`src/rtl/tcpq_pkg.sv`:
```
// ----------------------------------------------------------------------------
// tcpq_pkg
// Types and constants shared by the two-class priority queue.
// ----------------------------------------------------------------------------
package tcpq_pkg;

    localparam int CLASS_DEPTH_DEF = 16;
    localparam int ITEM_W          = 32;
    localparam int DIVISOR_W       = 16;
    localparam int DIV_STEPS       = ITEM_W;
    localparam int OPQ_DEPTH       = 2;

    typedef enum logic [1:0] {
        CMD_ENQUEUE = 2'd0,
        CMD_DEQUEUE = 2'd1,
        CMD_PEEK    = 2'd2
    } cmd_t;

    typedef enum logic [1:0] {
        ST_PEEK  = 2'd0,
        ST_EMPTY = 2'd1,
        ST_FULL  = 2'd2
    } status_t;

    typedef enum logic {
        CFG_CHAR_MODE = 1'b0,
        CFG_DIVISOR   = 1'b1
    } cfg_index_t;

    typedef enum logic [1:0] {
        OP_ENQ_PRI  = 2'd0,
        OP_ENQ_NORM = 2'd1,
        OP_DEQUEUE  = 2'd2,
        OP_PEEK     = 2'd3
    } op_kind_t;

    typedef struct packed {
        logic [1:0]               command;
        logic signed [ITEM_W-1:0] item;
    } req_t;

    typedef struct packed {
        logic [1:0]               status;
        logic signed [ITEM_W-1:0] head_value;
    } rsp_t;

    // classified operation passed from front to back
    typedef struct packed {
        op_kind_t          kind;
        logic [ITEM_W-1:0] value;
    } op_t;

endpackage

```
`src/rtl/tcpq_ram.sv`:
```
// ----------------------------------------------------------------------------
// tcpq_ram
// Generic single-write, single-read RAM with registered read data.
// ----------------------------------------------------------------------------
module tcpq_ram #(
    parameter int WIDTH = 32,
    parameter int DEPTH = 16
) (
    input  logic                     clk,
    input  logic                     wr_en,
    input  logic [$clog2(DEPTH)-1:0] wr_addr,
    input  logic [WIDTH-1:0]         wr_data,
    input  logic [$clog2(DEPTH)-1:0] rd_addr,
    output logic [WIDTH-1:0]         rd_data
);

    logic [WIDTH-1:0] mem [DEPTH];
    logic [WIDTH-1:0] rd_data_reg;

    always_ff @(posedge clk)
    begin
        if (wr_en)
        begin
            mem[wr_addr] <= wr_data;
        end
        rd_data_reg <= mem[rd_addr];
    end

    assign rd_data = rd_data_reg;

endmodule

```
`src/rtl/tcpq_front.sv`:
```
// ----------------------------------------------------------------------------
// tcpq_front
// Accepts request items, classifies enqueues (vowel test or iterative
// restoring remainder) and hands classified operations to the op queue.
// ----------------------------------------------------------------------------
module tcpq_front (
    input  logic                                 clk,
    input  logic                                 rst_n,
    input  logic                                 char_mode,
    input  logic [tcpq_pkg::DIVISOR_W-1:0]       divisor,
    input  logic                                 req_valid,
    output logic                                 req_ready,
    input  tcpq_pkg::req_t                       req,
    output logic                                 op_valid,
    input  logic                                 op_ready,
    output tcpq_pkg::op_t                        op
);

    import tcpq_pkg::*;

    localparam int STEP_W = $clog2(DIV_STEPS);
    localparam logic [7:0] CH_A = 8'h61;
    localparam logic [7:0] CH_E = 8'h65;
    localparam logic [7:0] CH_I = 8'h69;
    localparam logic [7:0] CH_O = 8'h6f;
    localparam logic [7:0] CH_U = 8'h75;

    typedef enum logic [2:0] {
        S_IDLE = 3'b001,
        S_DIV  = 3'b010,
        S_PUSH = 3'b100
    } state_t;

    state_t                 state_reg, state_next;
    op_t                    op_reg, op_next;
    logic [ITEM_W-1:0]      dvd_reg, dvd_next;
    logic [DIVISOR_W-1:0]   rem_reg, rem_next;
    logic [STEP_W-1:0]      step_reg, step_next;

    logic [ITEM_W-1:0]      item_u;
    logic [ITEM_W-1:0]      mag;
    logic                   vowel;
    logic [DIVISOR_W:0]     trial;
    logic [DIVISOR_W:0]     diff;
    logic [DIVISOR_W-1:0]   rem_step;

    assign item_u = req.item;
    assign mag    = item_u[ITEM_W-1] ? (ITEM_W'(0) - item_u) : item_u;
    assign vowel  = (item_u[7:0] == CH_A) || (item_u[7:0] == CH_E) ||
                    (item_u[7:0] == CH_I) || (item_u[7:0] == CH_O) ||
                    (item_u[7:0] == CH_U);

    assign trial    = {rem_reg, dvd_reg[ITEM_W-1]};
    assign diff     = trial - {1'b0, divisor};
    assign rem_step = (trial >= {1'b0, divisor}) ? diff[DIVISOR_W-1:0]
                                                 : trial[DIVISOR_W-1:0];

    assign req_ready = (state_reg == S_IDLE);
    assign op_valid  = (state_reg == S_PUSH);
    assign op        = op_reg;

    always_comb
    begin
        state_next = state_reg;
        op_next    = op_reg;
        dvd_next   = dvd_reg;
        rem_next   = rem_reg;
        step_next  = step_reg;
        unique case (state_reg)
            S_IDLE:
            begin
                if (req_valid)
                begin
                    op_next.value = '0;
                    unique case (req.command)
                        CMD_ENQUEUE:
                        begin
                            if (char_mode)
                            begin
                                op_next.value = {{(ITEM_W-8){1'b0}}, item_u[7:0]};
                                op_next.kind  = vowel ? OP_ENQ_PRI : OP_ENQ_NORM;
                                state_next    = S_PUSH;
                            end
                            else if (divisor == '0)
                            begin
                                op_next.value = item_u;
                                op_next.kind  = (mag == '0) ? OP_ENQ_PRI : OP_ENQ_NORM;
                                state_next    = S_PUSH;
                            end
                            else
                            begin
                                op_next.value = item_u;
                                dvd_next      = mag;
                                rem_next      = '0;
                                step_next     = STEP_W'(DIV_STEPS - 1);
                                state_next    = S_DIV;
                            end
                        end
                        CMD_DEQUEUE:
                        begin
                            op_next.kind = OP_DEQUEUE;
                            state_next   = S_PUSH;
                        end
                        CMD_PEEK:
                        begin
                            op_next.kind = OP_PEEK;
                            state_next   = S_PUSH;
                        end
                        default:
                        begin
                            state_next = S_IDLE;
                        end
                    endcase
                end
            end
            S_DIV:
            begin
                rem_next  = rem_step;
                dvd_next  = {dvd_reg[ITEM_W-2:0], 1'b0};
                step_next = step_reg - 1'b1;
                if (step_reg == '0)
                begin
                    op_next.kind = (rem_step == '0) ? OP_ENQ_PRI : OP_ENQ_NORM;
                    state_next   = S_PUSH;
                end
            end
            S_PUSH:
            begin
                if (op_ready)
                begin
                    state_next = S_IDLE;
                end
            end
            default:
            begin
                state_next = S_IDLE;
            end
        endcase
    end

    always_ff @(posedge clk or negedge rst_n)
    begin
        if (!rst_n)
        begin
            state_reg <= S_IDLE;
        end
        else
        begin
            state_reg <= state_next;
        end
    end

    always_ff @(posedge clk)
    begin
        op_reg   <= op_next;
        dvd_reg  <= dvd_next;
        rem_reg  <= rem_next;
        step_reg <= step_next;
    end

`ifndef SYNTHESIS
    a_div_ends_in_push: assert property (@(posedge clk) disable iff (!rst_n)
        (state_reg == S_DIV) && (step_reg == '0) |=> (state_reg == S_PUSH))
        else $error("division did not end in push");

    a_rem_below_divisor: assert property (@(posedge clk) disable iff (!rst_n)
        (state_reg == S_DIV) && (divisor != '0) |-> (rem_reg < divisor))
        else $error("partial remainder not below divisor");

    a_push_holds: assert property (@(posedge clk) disable iff (!rst_n)
        (state_reg == S_PUSH) && !op_ready |=> (state_reg == S_PUSH) && $stable(op_reg))
        else $error("stalled op changed");
`endif

endmodule

```
`src/rtl/tcpq_opq.sv`:
```
// ----------------------------------------------------------------------------
// tcpq_opq
// Short register queue of classified operations between front and back.
// ----------------------------------------------------------------------------
module tcpq_opq (
    input  logic            clk,
    input  logic            rst_n,
    input  logic            push_valid,
    output logic            push_ready,
    input  tcpq_pkg::op_t   push_op,
    output logic            pop_valid,
    input  logic            pop_ready,
    output tcpq_pkg::op_t   pop_op
);

    import tcpq_pkg::*;

    localparam int PTR_W = (OPQ_DEPTH > 1) ? $clog2(OPQ_DEPTH) : 1;
    localparam int CNT_W = $clog2(OPQ_DEPTH + 1);

    op_t              entry_reg [OPQ_DEPTH];
    logic [PTR_W-1:0] wr_ptr_reg, wr_ptr_next;
    logic [PTR_W-1:0] rd_ptr_reg, rd_ptr_next;
    logic [CNT_W-1:0] count_reg, count_next;
    logic             push;
    logic             pop;

    assign push_ready = (count_reg != CNT_W'(OPQ_DEPTH));
    assign pop_valid  = (count_reg != '0);
    assign pop_op     = entry_reg[rd_ptr_reg];
    assign push       = push_valid && push_ready;
    assign pop        = pop_valid && pop_ready;

    always_comb
    begin
        wr_ptr_next = wr_ptr_reg;
        rd_ptr_next = rd_ptr_reg;
        count_next  = count_reg;
        if (push)
        begin
            wr_ptr_next = (wr_ptr_reg == PTR_W'(OPQ_DEPTH - 1)) ? '0 : wr_ptr_reg + 1'b1;
        end
        if (pop)
        begin
            rd_ptr_next = (rd_ptr_reg == PTR_W'(OPQ_DEPTH - 1)) ? '0 : rd_ptr_reg + 1'b1;
        end
        if (push && !pop)
        begin
            count_next = count_reg + 1'b1;
        end
        else if (pop && !push)
        begin
            count_next = count_reg - 1'b1;
        end
    end

    always_ff @(posedge clk or negedge rst_n)
    begin
        if (!rst_n)
        begin
            wr_ptr_reg <= '0;
            rd_ptr_reg <= '0;
            count_reg  <= '0;
        end
        else
        begin
            wr_ptr_reg <= wr_ptr_next;
            rd_ptr_reg <= rd_ptr_next;
            count_reg  <= count_next;
        end
    end

    always_ff @(posedge clk)
    begin
        if (push)
        begin
            entry_reg[wr_ptr_reg] <= push_op;
        end
    end

endmodule

```
`src/rtl/tcpq_back.sv`:
```
// ----------------------------------------------------------------------------
// tcpq_back
// Executes classified operations on the two class FIFOs and registers the
// response item.
// ----------------------------------------------------------------------------
module tcpq_back #(
    parameter int CLASS_DEPTH = tcpq_pkg::CLASS_DEPTH_DEF
) (
    input  logic            clk,
    input  logic            rst_n,
    input  logic            op_valid,
    output logic            op_ready,
    input  tcpq_pkg::op_t   op,
    output logic            rsp_valid,
    input  logic            rsp_ready,
    output tcpq_pkg::rsp_t  rsp
);

    import tcpq_pkg::*;

    localparam int PTR_W = $clog2(CLASS_DEPTH);
    localparam int CNT_W = $clog2(CLASS_DEPTH + 1);

    typedef enum logic [1:0] {
        B_IDLE = 2'b01,
        B_READ = 2'b10
    } bstate_t;

    bstate_t           state_reg, state_next;
    logic              sel_pri_reg, sel_pri_next;
    logic [PTR_W-1:0]  pri_head_reg, pri_head_next, pri_tail_reg, pri_tail_next;
    logic [PTR_W-1:0]  norm_head_reg, norm_head_next, norm_tail_reg, norm_tail_next;
    logic [CNT_W-1:0]  pri_count_reg, pri_count_next, norm_count_reg, norm_count_next;
    logic              rsp_valid_reg, rsp_valid_next;
    rsp_t              rsp_reg, rsp_next;

    logic              take;
    logic              pri_full, norm_full, pri_empty, norm_empty;
    logic              pri_wr_en, norm_wr_en;
    logic [ITEM_W-1:0] pri_rd_data, norm_rd_data;

    function automatic logic [PTR_W-1:0] wrap_inc(input logic [PTR_W-1:0] p);
        return (p == PTR_W'(CLASS_DEPTH - 1)) ? '0 : p + 1'b1;
    endfunction

    assign pri_full   = (pri_count_reg == CNT_W'(CLASS_DEPTH));
    assign norm_full  = (norm_count_reg == CNT_W'(CLASS_DEPTH));
    assign pri_empty  = (pri_count_reg == '0);
    assign norm_empty = (norm_count_reg == '0);

    assign op_ready   = (state_reg == B_IDLE) && (!rsp_valid_reg || rsp_ready);
    assign take       = op_valid && op_ready;
    assign pri_wr_en  = take && (op.kind == OP_ENQ_PRI) && !pri_full;
    assign norm_wr_en = take && (op.kind == OP_ENQ_NORM) && !norm_full;

    assign rsp_valid  = rsp_valid_reg;
    assign rsp        = rsp_reg;

    always_comb
    begin
        state_next      = state_reg;
        sel_pri_next    = sel_pri_reg;
        pri_head_next   = pri_head_reg;
        pri_tail_next   = pri_tail_reg;
        pri_count_next  = pri_count_reg;
        norm_head_next  = norm_head_reg;
        norm_tail_next  = norm_tail_reg;
        norm_count_next = norm_count_reg;
        rsp_valid_next  = rsp_valid_reg && !rsp_ready;
        rsp_next        = rsp_reg;
        unique case (state_reg)
            B_IDLE:
            begin
                if (take)
                begin
                    unique case (op.kind)
                        OP_ENQ_PRI:
                        begin
                            if (pri_full)
                            begin
                                rsp_valid_next = 1'b1;
                                rsp_next       = '{status: ST_FULL, head_value: '0};
                            end
                            else
                            begin
                                pri_tail_next  = wrap_inc(pri_tail_reg);
                                pri_count_next = pri_count_reg + 1'b1;
                            end
                        end
                        OP_ENQ_NORM:
                        begin
                            if (norm_full)
                            begin
                                rsp_valid_next = 1'b1;
                                rsp_next       = '{status: ST_FULL, head_value: '0};
                            end
                            else
                            begin
                                norm_tail_next  = wrap_inc(norm_tail_reg);
                                norm_count_next = norm_count_reg + 1'b1;
                            end
                        end
                        OP_DEQUEUE:
                        begin
                            priority if (!pri_empty)
                            begin
                                pri_head_next  = wrap_inc(pri_head_reg);
                                pri_count_next = pri_count_reg - 1'b1;
                            end
                            else if (!norm_empty)
                            begin
                                norm_head_next  = wrap_inc(norm_head_reg);
                                norm_count_next = norm_count_reg - 1'b1;
                            end
                            else
                            begin
                                rsp_valid_next = 1'b1;
                                rsp_next       = '{status: ST_EMPTY, head_value: '0};
                            end
                        end
                        OP_PEEK:
                        begin
                            if (pri_empty && norm_empty)
                            begin
                                rsp_valid_next = 1'b1;
                                rsp_next       = '{status: ST_EMPTY, head_value: '0};
                            end
                            else
                            begin
                                sel_pri_next = !pri_empty;
                                state_next   = B_READ;
                            end
                        end
                        default:
                        begin
                            state_next = B_IDLE;
                        end
                    endcase
                end
            end
            B_READ:
            begin
                // head word registered by the RAM on the previous edge
                rsp_valid_next = 1'b1;
                rsp_next       = '{status: ST_PEEK,
                                   head_value: sel_pri_reg ? pri_rd_data : norm_rd_data};
                state_next     = B_IDLE;
            end
            default:
            begin
                state_next = B_IDLE;
            end
        endcase
    end

    always_ff @(posedge clk or negedge rst_n)
    begin
        if (!rst_n)
        begin
            state_reg      <= B_IDLE;
            pri_head_reg   <= '0;
            pri_tail_reg   <= '0;
            pri_count_reg  <= '0;
            norm_head_reg  <= '0;
            norm_tail_reg  <= '0;
            norm_count_reg <= '0;
            rsp_valid_reg  <= 1'b0;
        end
        else
        begin
            state_reg      <= state_next;
            pri_head_reg   <= pri_head_next;
            pri_tail_reg   <= pri_tail_next;
            pri_count_reg  <= pri_count_next;
            norm_head_reg  <= norm_head_next;
            norm_tail_reg  <= norm_tail_next;
            norm_count_reg <= norm_count_next;
            rsp_valid_reg  <= rsp_valid_next;
        end
    end

    always_ff @(posedge clk)
    begin
        sel_pri_reg <= sel_pri_next;
        rsp_reg     <= rsp_next;
    end

    tcpq_ram #(
        .WIDTH (ITEM_W),
        .DEPTH (CLASS_DEPTH)
    ) u_pri_ram (
        .clk     (clk),
        .wr_en   (pri_wr_en),
        .wr_addr (pri_tail_reg),
        .wr_data (op.value),
        .rd_addr (pri_head_reg),
        .rd_data (pri_rd_data)
    );

    tcpq_ram #(
        .WIDTH (ITEM_W),
        .DEPTH (CLASS_DEPTH)
    ) u_norm_ram (
        .clk     (clk),
        .wr_en   (norm_wr_en),
        .wr_addr (norm_tail_reg),
        .wr_data (op.value),
        .rd_addr (norm_head_reg),
        .rd_data (norm_rd_data)
    );

`ifndef SYNTHESIS
    a_count_bound: assert property (@(posedge clk) disable iff (!rst_n)
        (pri_count_reg <= CNT_W'(CLASS_DEPTH)) && (norm_count_reg <= CNT_W'(CLASS_DEPTH)))
        else $error("class count above depth");

    a_read_slot_free: assert property (@(posedge clk) disable iff (!rst_n)
        (state_reg == B_READ) |-> !rsp_valid_reg)
        else $error("peek read with response slot occupied");

    a_read_gives_rsp: assert property (@(posedge clk) disable iff (!rst_n)
        (state_reg == B_READ) |=> rsp_valid_reg && (rsp_reg.status == ST_PEEK))
        else $error("peek read gave no response");

    a_full_no_write: assert property (@(posedge clk) disable iff (!rst_n)
        !(pri_wr_en && pri_full) && !(norm_wr_en && norm_full))
        else $error("write into full class");
`endif

endmodule

```
`src/rtl/two_class_priority_queue.sv`:
```
// ----------------------------------------------------------------------------
// two_class_priority_queue
// Strict-priority queue with two FIFO classes; enqueued items are classified
// on entry by divisibility (integer mode) or lowercase vowel (character mode).
//
//   channel  signals                              direction
//   req      req_valid / req_ready / req          request items in
//   rsp      rsp_valid / rsp_ready / rsp          response items out
//   cfg      cfg_valid / cfg_ready / cfg_index,   register writes in
//            cfg_data
//
// Integer-mode enqueue with a non-zero divisor runs the bit-serial restoring
// remainder in the front (one quotient bit per cycle over 32 bits); other
// requests pass the front without it, and peek adds a RAM read in the back.
// A 2-entry op queue lets the front keep classifying while the back or the
// response register stalls. cfg_ready is always high.
// Reset: both classes empty, char_mode 0, divisor 2; no clearing pass.
// ----------------------------------------------------------------------------
module two_class_priority_queue #(
    parameter int CLASS_DEPTH = tcpq_pkg::CLASS_DEPTH_DEF
) (
    input  logic                            clk,
    input  logic                            rst_n,
    input  logic                            req_valid,
    output logic                            req_ready,
    input  tcpq_pkg::req_t                  req,
    output logic                            rsp_valid,
    input  logic                            rsp_ready,
    output tcpq_pkg::rsp_t                  rsp,
    input  logic                            cfg_valid,
    output logic                            cfg_ready,
    input  tcpq_pkg::cfg_index_t            cfg_index,
    input  logic [tcpq_pkg::DIVISOR_W-1:0]  cfg_data
);

    import tcpq_pkg::*;

    logic                 char_mode_reg;
    logic [DIVISOR_W-1:0] divisor_reg;

    logic                 fq_valid, fq_ready;
    op_t                  fq_op;
    logic                 qb_valid, qb_ready;
    op_t                  qb_op;

    assign cfg_ready = 1'b1;

    always_ff @(posedge clk or negedge rst_n)
    begin
        if (!rst_n)
        begin
            char_mode_reg <= 1'b0;
            divisor_reg   <= DIVISOR_W'(2);
        end
        else if (cfg_valid)
        begin
            unique case (cfg_index)
                CFG_CHAR_MODE: char_mode_reg <= cfg_data[0];
                CFG_DIVISOR:   divisor_reg   <= cfg_data;
                default:       divisor_reg   <= divisor_reg;
            endcase
        end
    end

    tcpq_front u_front (
        .clk       (clk),
        .rst_n     (rst_n),
        .char_mode (char_mode_reg),
        .divisor   (divisor_reg),
        .req_valid (req_valid),
        .req_ready (req_ready),
        .req       (req),
        .op_valid  (fq_valid),
        .op_ready  (fq_ready),
        .op        (fq_op)
    );

    tcpq_opq u_opq (
        .clk        (clk),
        .rst_n      (rst_n),
        .push_valid (fq_valid),
        .push_ready (fq_ready),
        .push_op    (fq_op),
        .pop_valid  (qb_valid),
        .pop_ready  (qb_ready),
        .pop_op     (qb_op)
    );

    tcpq_back #(
        .CLASS_DEPTH (CLASS_DEPTH)
    ) u_back (
        .clk       (clk),
        .rst_n     (rst_n),
        .op_valid  (qb_valid),
        .op_ready  (qb_ready),
        .op        (qb_op),
        .rsp_valid (rsp_valid),
        .rsp_ready (rsp_ready),
        .rsp       (rsp)
    );

endmodule
```
`config.mk`:
```
export PLATFORM = sky130hd
export DESIGN_NAME = two_class_priority_queue
export DESIGN_NICKNAME = d
export VERILOG_FILES = /design/src/rtl/tcpq_pkg.sv /design/src/rtl/tcpq_ram.sv /design/src/rtl/tcpq_front.sv /design/src/rtl/tcpq_opq.sv /design/src/rtl/tcpq_back.sv /design/src/rtl/two_class_priority_queue.sv
export SDC_FILE = /design/constraint.sdc
export NUM_CORES = 1
export LEC_CHECK = 0
export BUFFER_PORTS_ARGS = -buffer_cell sky130_fd_sc_hd__buf_2
export CORE_UTILIZATION = 55
export CTS_CLUSTER_DIAMETER = 40
export DETAILED_ROUTE_END_ITERATION = 10
export GPL_ROUTABILITY_DRIVEN = 0
export PLACE_DENSITY = 0.68
export SLEW_MARGIN = 20
export SYNTH_ARGS = -nofsm -noshare
export SYNTH_HDL_FRONTEND = slang
export SYNTH_HIERARCHICAL = 1
export SYNTH_SLANG_ARGS = --single-unit
```
`constraint.sdc`:
```
create_clock -name clk -period 9.62 [get_ports clk]
set_input_delay 0.481 -clock clk [delete_from_list [all_inputs] [get_ports clk]]
set_output_delay 0.481 -clock clk [all_outputs]
set_load 0.05 [all_outputs]
```
=== Word level (Yosys, flattened, before mapping) ===
Memories as Yosys holds them, arrays and structs flattened. A register that Yosys moved wholly into a read port is not among the register bits.
Cells that the tools add are included.

* Input port bits: 56
* Bits in read-only memories: 0
* Output and inout port bits: 37
* Memories: 3
* Register bits: 175
* Memory bits (writable): 1092
* Bits in latches: 0

* Div/mod/pow operators: 0
* Multiply operators: 0
* $add $sub $neg: 15
* Equality and inequality tests: 43
* Bitwise gates (word level): 7
* Order comparisons: 1
* Reductions and logical operators: 54
* Muxes and demuxes: 76
* Shift-type cells: 0

{| class="wikitable"
|+ Memory list
! memory !! words !! bits a word !! read ports !! clocked after memory_dff !! wr ports !! RTL line !! RTL
|-
| u_back.u_norm_ram.mem || 16 || 32 || 1 || 1 || 1 || tcpq_ram.sv:17 || <nowiki>logic [WIDTH-1:0] mem [DEPTH];</nowiki>
|-
| u_back.u_pri_ram.mem || 16 || 32 || 1 || 1 || 1 || tcpq_ram.sv:17 ||
|-
| u_opq.entry_reg || 2 || 34 || 1 || 0 || 1 || tcpq_opq.sv:21 || <nowiki>op_t entry_reg [OPQ_DEPTH];</nowiki>
|}

{| class="wikitable"
|+ Operators with widths
! kind !! number
|-
| $mux 34 || 8
|-
| $mux 32 || 7
|-
| $pmux 34 s4 || 1
|-
| $mux 16 || 5
|-
| $pmux 34 s2 || 1
|-
| $pmux 32 s2 || 1
|-
| $mux 5 || 9
|-
| $eq 8x7->1 const B || 5
|-
| $logic_not 16->1 || 2
|-
| $logic_not 32->1 || 1
|-
| $pmux 16 s2 || 1
|-
| $sub 1x32->32 const A || 1
|-
| $pmux 5 s2 || 3
|-
| $ne 2x2->1 const B || 11
|-
| $reduce_and 5->1 || 4
|-
| $ge 17x16->1 || 1
|-
| $mux 1 || 17
|-
| $add 4x1->4 const B || 4
|-
| $eq 4x4->1 const B || 4
|-
| $mux 2 || 8
|-
| $mux 4 || 4
|-
| $reduce_and 4->1 || 4
|-
| $sub 16x16->16 || 1
|-
| $logic_not 5->1 || 3
|-
| other kinds (34) || 90
|}

=== Longest topological paths before layout ===
* Depth after elaboration: 10
* Depth in mapped cells: 13
* Gate-level depth less buffers: 11

=== Modules after synthesis ===
The synthesis kept the hierarchy.

{| class="wikitable"
|+ By module, submodules not included
! module !! times used !! area an instance (µm²) !! cells an instance
|-
| tcpq_ram (u_back.u_norm_ram) || 1 || 19836.5 || 838
|-
| tcpq_ram (u_back.u_pri_ram) || 1 || 19835.3 || 838
|-
| tcpq_front || 1 || 6348.6 || 676
|-
| tcpq_back || 1 || 3311.9 || 282
|-
| tcpq_opq || 1 || 2798.9 || 124
|-
| two_class_priority_queue || 1 || 704.4 || 39
|}

=== Worst setup path after synthesis ===
Ideal clock, no wire load.

* Path kind: register to register
* Start point: register u_opq.rd_ptr_reg
* End point: memory u_back.u_norm_ram.mem[0][0] (enable)
* Cell stages (with the launch flop): 10
* Clock period less this slack: 4.894 ns
* Buffers on the path: 3
* Data arrival time: 4.433 ns
* Setup slack: 4.726 ns
* Cells stage by stage: dfrtp_1 > buf_6 > buf_12 > mux2_4 > nand2b_1 > a21oi_1 > and2_0 > clkbuf_1 > or3b_2 > nor3_1

{| class="wikitable"
|+ RTL lines
! what !! RTL line !! RTL
|-
| start, declared || tcpq_opq.sv:23 || <nowiki>logic [PTR_W-1:0] rd_ptr_reg, rd_ptr_next;</nowiki>
|-
| start signal, assigned || tcpq_opq.sv:68 || <nowiki>rd_ptr_reg <= rd_ptr_next;</nowiki>
|-
| end, declared || tcpq_ram.sv:17 ||
|}

=== Worst setup path after layout ===
* Start point: register u_back.state_reg[0]
* End point: memory u_back.u_norm_ram.mem[2][27] (enable)

* Longest elaborated chain between the ends: 7

{| class="wikitable"
|+ RTL lines
! what !! RTL line !! RTL
|-
| start, declared || tcpq_back.sv:29 || <nowiki>bstate_t state_reg, state_next;</nowiki>
|-
| start signal, assigned || tcpq_back.sv:171 || <nowiki>state_reg <= state_next;</nowiki>
|-
| $eq 2x1->1 || tcpq_back.sv:51 || <nowiki>assign op_ready = (state_reg == B_IDLE) && (!rsp_valid_reg || rsp_ready);</nowiki>
|-
| $logic_and 1x1->1 || tcpq_back.sv:51 ||
|-
| $logic_and 1x1->1 || tcpq_back.sv:52 || <nowiki>assign take = op_valid && op_ready;</nowiki>
|-
| $logic_and 1x1->1 (2 in series) || tcpq_back.sv:54 || <nowiki>assign norm_wr_en = take && (op.kind == OP_ENQ_NORM) && !norm_full;</nowiki>
|-
| $mux 1 || tcpq_ram.sv:22 || <nowiki>if (wr_en)</nowiki>
|-
| $mux 1 (not written as such) || tcpq_ram.sv:24 || <nowiki>mem[wr_addr] <= wr_data;</nowiki>
|}

Every way passes these cells.

==> impl_metrics.yaml <==
placed_design:
  port_buffers: 91
  dpl_worst_slack_ps: 5650
  place_area_um2: 54800
  place.detailed.hpwl_mm: 70.5
timing:
  setup-violations-final: 0
  timing.final.crit_share_pct: 40.0
  tightest_slew_ps: 1120
  setup_tns_ps: 0
  fin_ws_ps: 5770
  period_minus_slack_ps: 3850
  report.final.slew_viol_count: 0
  hold_viol_final: 0
  skew_ps: 25.8
  rsz0062_at_grt: "no"
  slew_headroom_pct: 25.2
  fmax_ghz: 0.260
cts:
  h-tree-depth: 4
  clk_pin_slew_worst_paths_ps: 60
  clk_latency_ps: 740
  cts_inserted_buffers: 152
  cts.path.max_buffers: 3
  clock-sinks: 1331
  cts_root_buf: "clkbuf_16"
  cts_tree: "done"
synthesis:
  synthArstFlopShare_pct: 3.98
  synth_edf_count: 1214
  yosysMostFrequentCell: "edfxtp_1"
  synth_fa_ha_area_share_pct: 1.01
  syn_area_per_cell_um2: 18.9
  synth-seq-cells: 1331
  syn_area_um2: 52800
  synth_top_cell_by_area: "edfxtp_1"
  synth-simple-area-share_pct: 4.66
  synth_top_family_by_area: "multiplexers"
  synth-warning-count: 6
  synthCells: 2797
  synth_cell_types: 88
  muxShareOfSynthArea_pct: 13.5
  synth_seq_area_share_pct: 73.9
  ys.flop_type: "edfxtp_1"
  synth_fp_nets: 2894
  synth_compound_area_share_pct: 4.14
  synth.top_cells.by_count: "1214 x edfxtp_1, 256 x mux4_2, 146 x nand2_1, 129 x nor2_1, 128 x a22oi_1"
  synth_top_area_share_pct: 69.0
  synthTopCellsByArea: "edfxtp_1 69%, mux4_2 11%, dfxtp_1 2.4%"
  synth_xor_area_share_pct: 0.945
final_layout:
  drive_above_1_share_pct: 25.5
  area_growth_pct: 13.9
  nNetsFinal: 3050
  stdcell_area_um2: 60200
die:
  num_rows: 113
  ioPinCount: 93
  fp.coreArea_um2: 95000
  start_util_pct: 55.6
  chipWidth_um: 312
  die_h_um: 312
  die_area_um2: 97300
route:
  first_iter_violations: 3168
  ant_nets: 0
  drc: 0
  via_count: 27300
  wirelength_mm: 120
  avgRoutedWirePerCell_um: 27.5
  first_pass_iters: 7
  detail_route.vias_per_cell: 6.28
worst_setup_path:
  cp-start-kind: "flop"
  worstPathMaxFanout: 32
  arrival_ps: 4200
  crit_path_end_kind: "flop"
  critical_path_class: "flop to flop"
  worstPathRequired_ps: 9970
run_status:
  status: "complete, no violations"
job:
  max_cap_viol_count: 0
pwr:
  worst_ir_drop_vdd_mv: 0.225
  power.total_uw: 17200
  power_per_cell_area_nw_per_um2: 287
  p_leak_uw: 0.0199
grt:
  grt_usage_pct: 24.8
  grt_pass1_vias: 26800
  grt_first_pass_wirelength_mm: 175
  antenna_found_initial: 3
  grt_max_degree: 101
  grt_remaining_overflow: 0
worst_hold_path:
  worst_hold_path_type: "primary input to flop"
## final cells by class
type	count	area, um2
timing repair buffer	148	1190
inverter	41	154
fill	6564	34800
clock inverter	102	1030
tap	1265	1580
clock buffer	178	4040
multi-input combinational	1279	13100
antenna	6	15.0
sequential	1331	39100
## through the flow
step | hold slack [ps] | instances | util [%]
after global placement | 424 | 4032 | 57.4
final | 118 | 4350 | 63.4
after CTS | 70.6 | 4338 | 63.2
after global routing | 106 | 4344 | 63.3
after detailed placement | 431 | 4041 | 57.7
after floorplan | 185 | 2797 | -
## report_power, final
group,internal [uW],switching (uW)
combinational,1430,2550
clock,3380,2310
sequential,7200,378
## kinds of logic (layout without fill, tap and decap cells)
logic type	count (synthesis)	in the layout
DFF	1331	1331
and+or+nand+nor	496	496
muxes	367	367
AOI/OAI and AO/OA	317	317
buffers and inverters	187	469
xor gates and xnor gates	57	57
adders and majority gates	41	41
other	1	7
## critical path: stages (launching register included)
cell     delay [ps]
dfstp_2         530
ha_1            360
nand2_1         140
nor2_1          350
and2_0          560
or3b_2          620
nor2_4          860
## cell usage in the layout (no fill, tap or decap), types with 18 or more instances in the layout
| cell | Yosys | final |
|---|---|---|
| mux4_2 | 256 | 256 |
| nand3_1 | 22 | 22 |
| nor2_4 | 0 | 28 |
| dfrtp_1 | 50 | 45 |
| dfxtp_1 | 64 | 64 |
| ha_1 | 38 | 38 |
| clkinv_1 | 0 | 18 |
| nand2_1 | 146 | 146 |
| clkbuf_16 | 0 | 158 |
| mux2i_1 | 47 | 47 |
| buf_2 | 18 | 91 |
| xnor2_1 | 21 | 21 |
| edfxtp_1 | 1214 | 1214 |
| nand2b_1 | 19 | 19 |
| nor3_1 | 33 | 25 |
| mux2_4 | 40 | 40 |
| and2_1 | 36 | 33 |
| inv_1 | 41 | 40 |
| xor2_1 | 36 | 36 |
| a22oi_1 | 128 | 128 |
| clkbuf_1 | 68 | 19 |
| o21ai_0 | 56 | 56 |
| buf_4 | 20 | 24 |
| nor2_1 | 129 | 101 |
| a21oi_1 | 44 | 44 |
| mux2_2 | 24 | 24 |
## routing by layer
layer	share of wire, %	wire length, um	vias up	GRT usage, %
li1	-	-	11600	-
met5	0.0059	7	-	0
met1	42	50300	14100	37.2
met2	45	54300	1354	36.2
met4	3.6	4360	2	10.3
met3	8.9	10600	204	4.45
## worst paths after layout
kind | endpoint | cells after the start | startpoint | slack (ps)
setup / recovery | u_back/u_norm_ram/mem[2][27] | 6 | u_back/state_reg[0] | 5770
hold reg to reg | u_opq/entry_reg[0][27] | 0 | u_front/op[27] | 440
setup reg to reg | u_back/u_norm_ram/mem[2][27] | 6 | u_back/state_reg[0] | 5770
min in group asynchronous | u_front/state_reg[1] | 3 | rst_n | 450
max in group asynchronous | u_back/pri_head_reg[1] | 3 | rst_n | 8600
hold / removal | char_mode_reg | 3 | cfg_valid | 120
## what timing repair did
action                    CTS  global route
hold buffers               17             0
setup buffers               0             0
gates resized for setup     0             0
hold endpoints to repair   67             0
No activity file was read; power rests on OpenSTA's default activity.
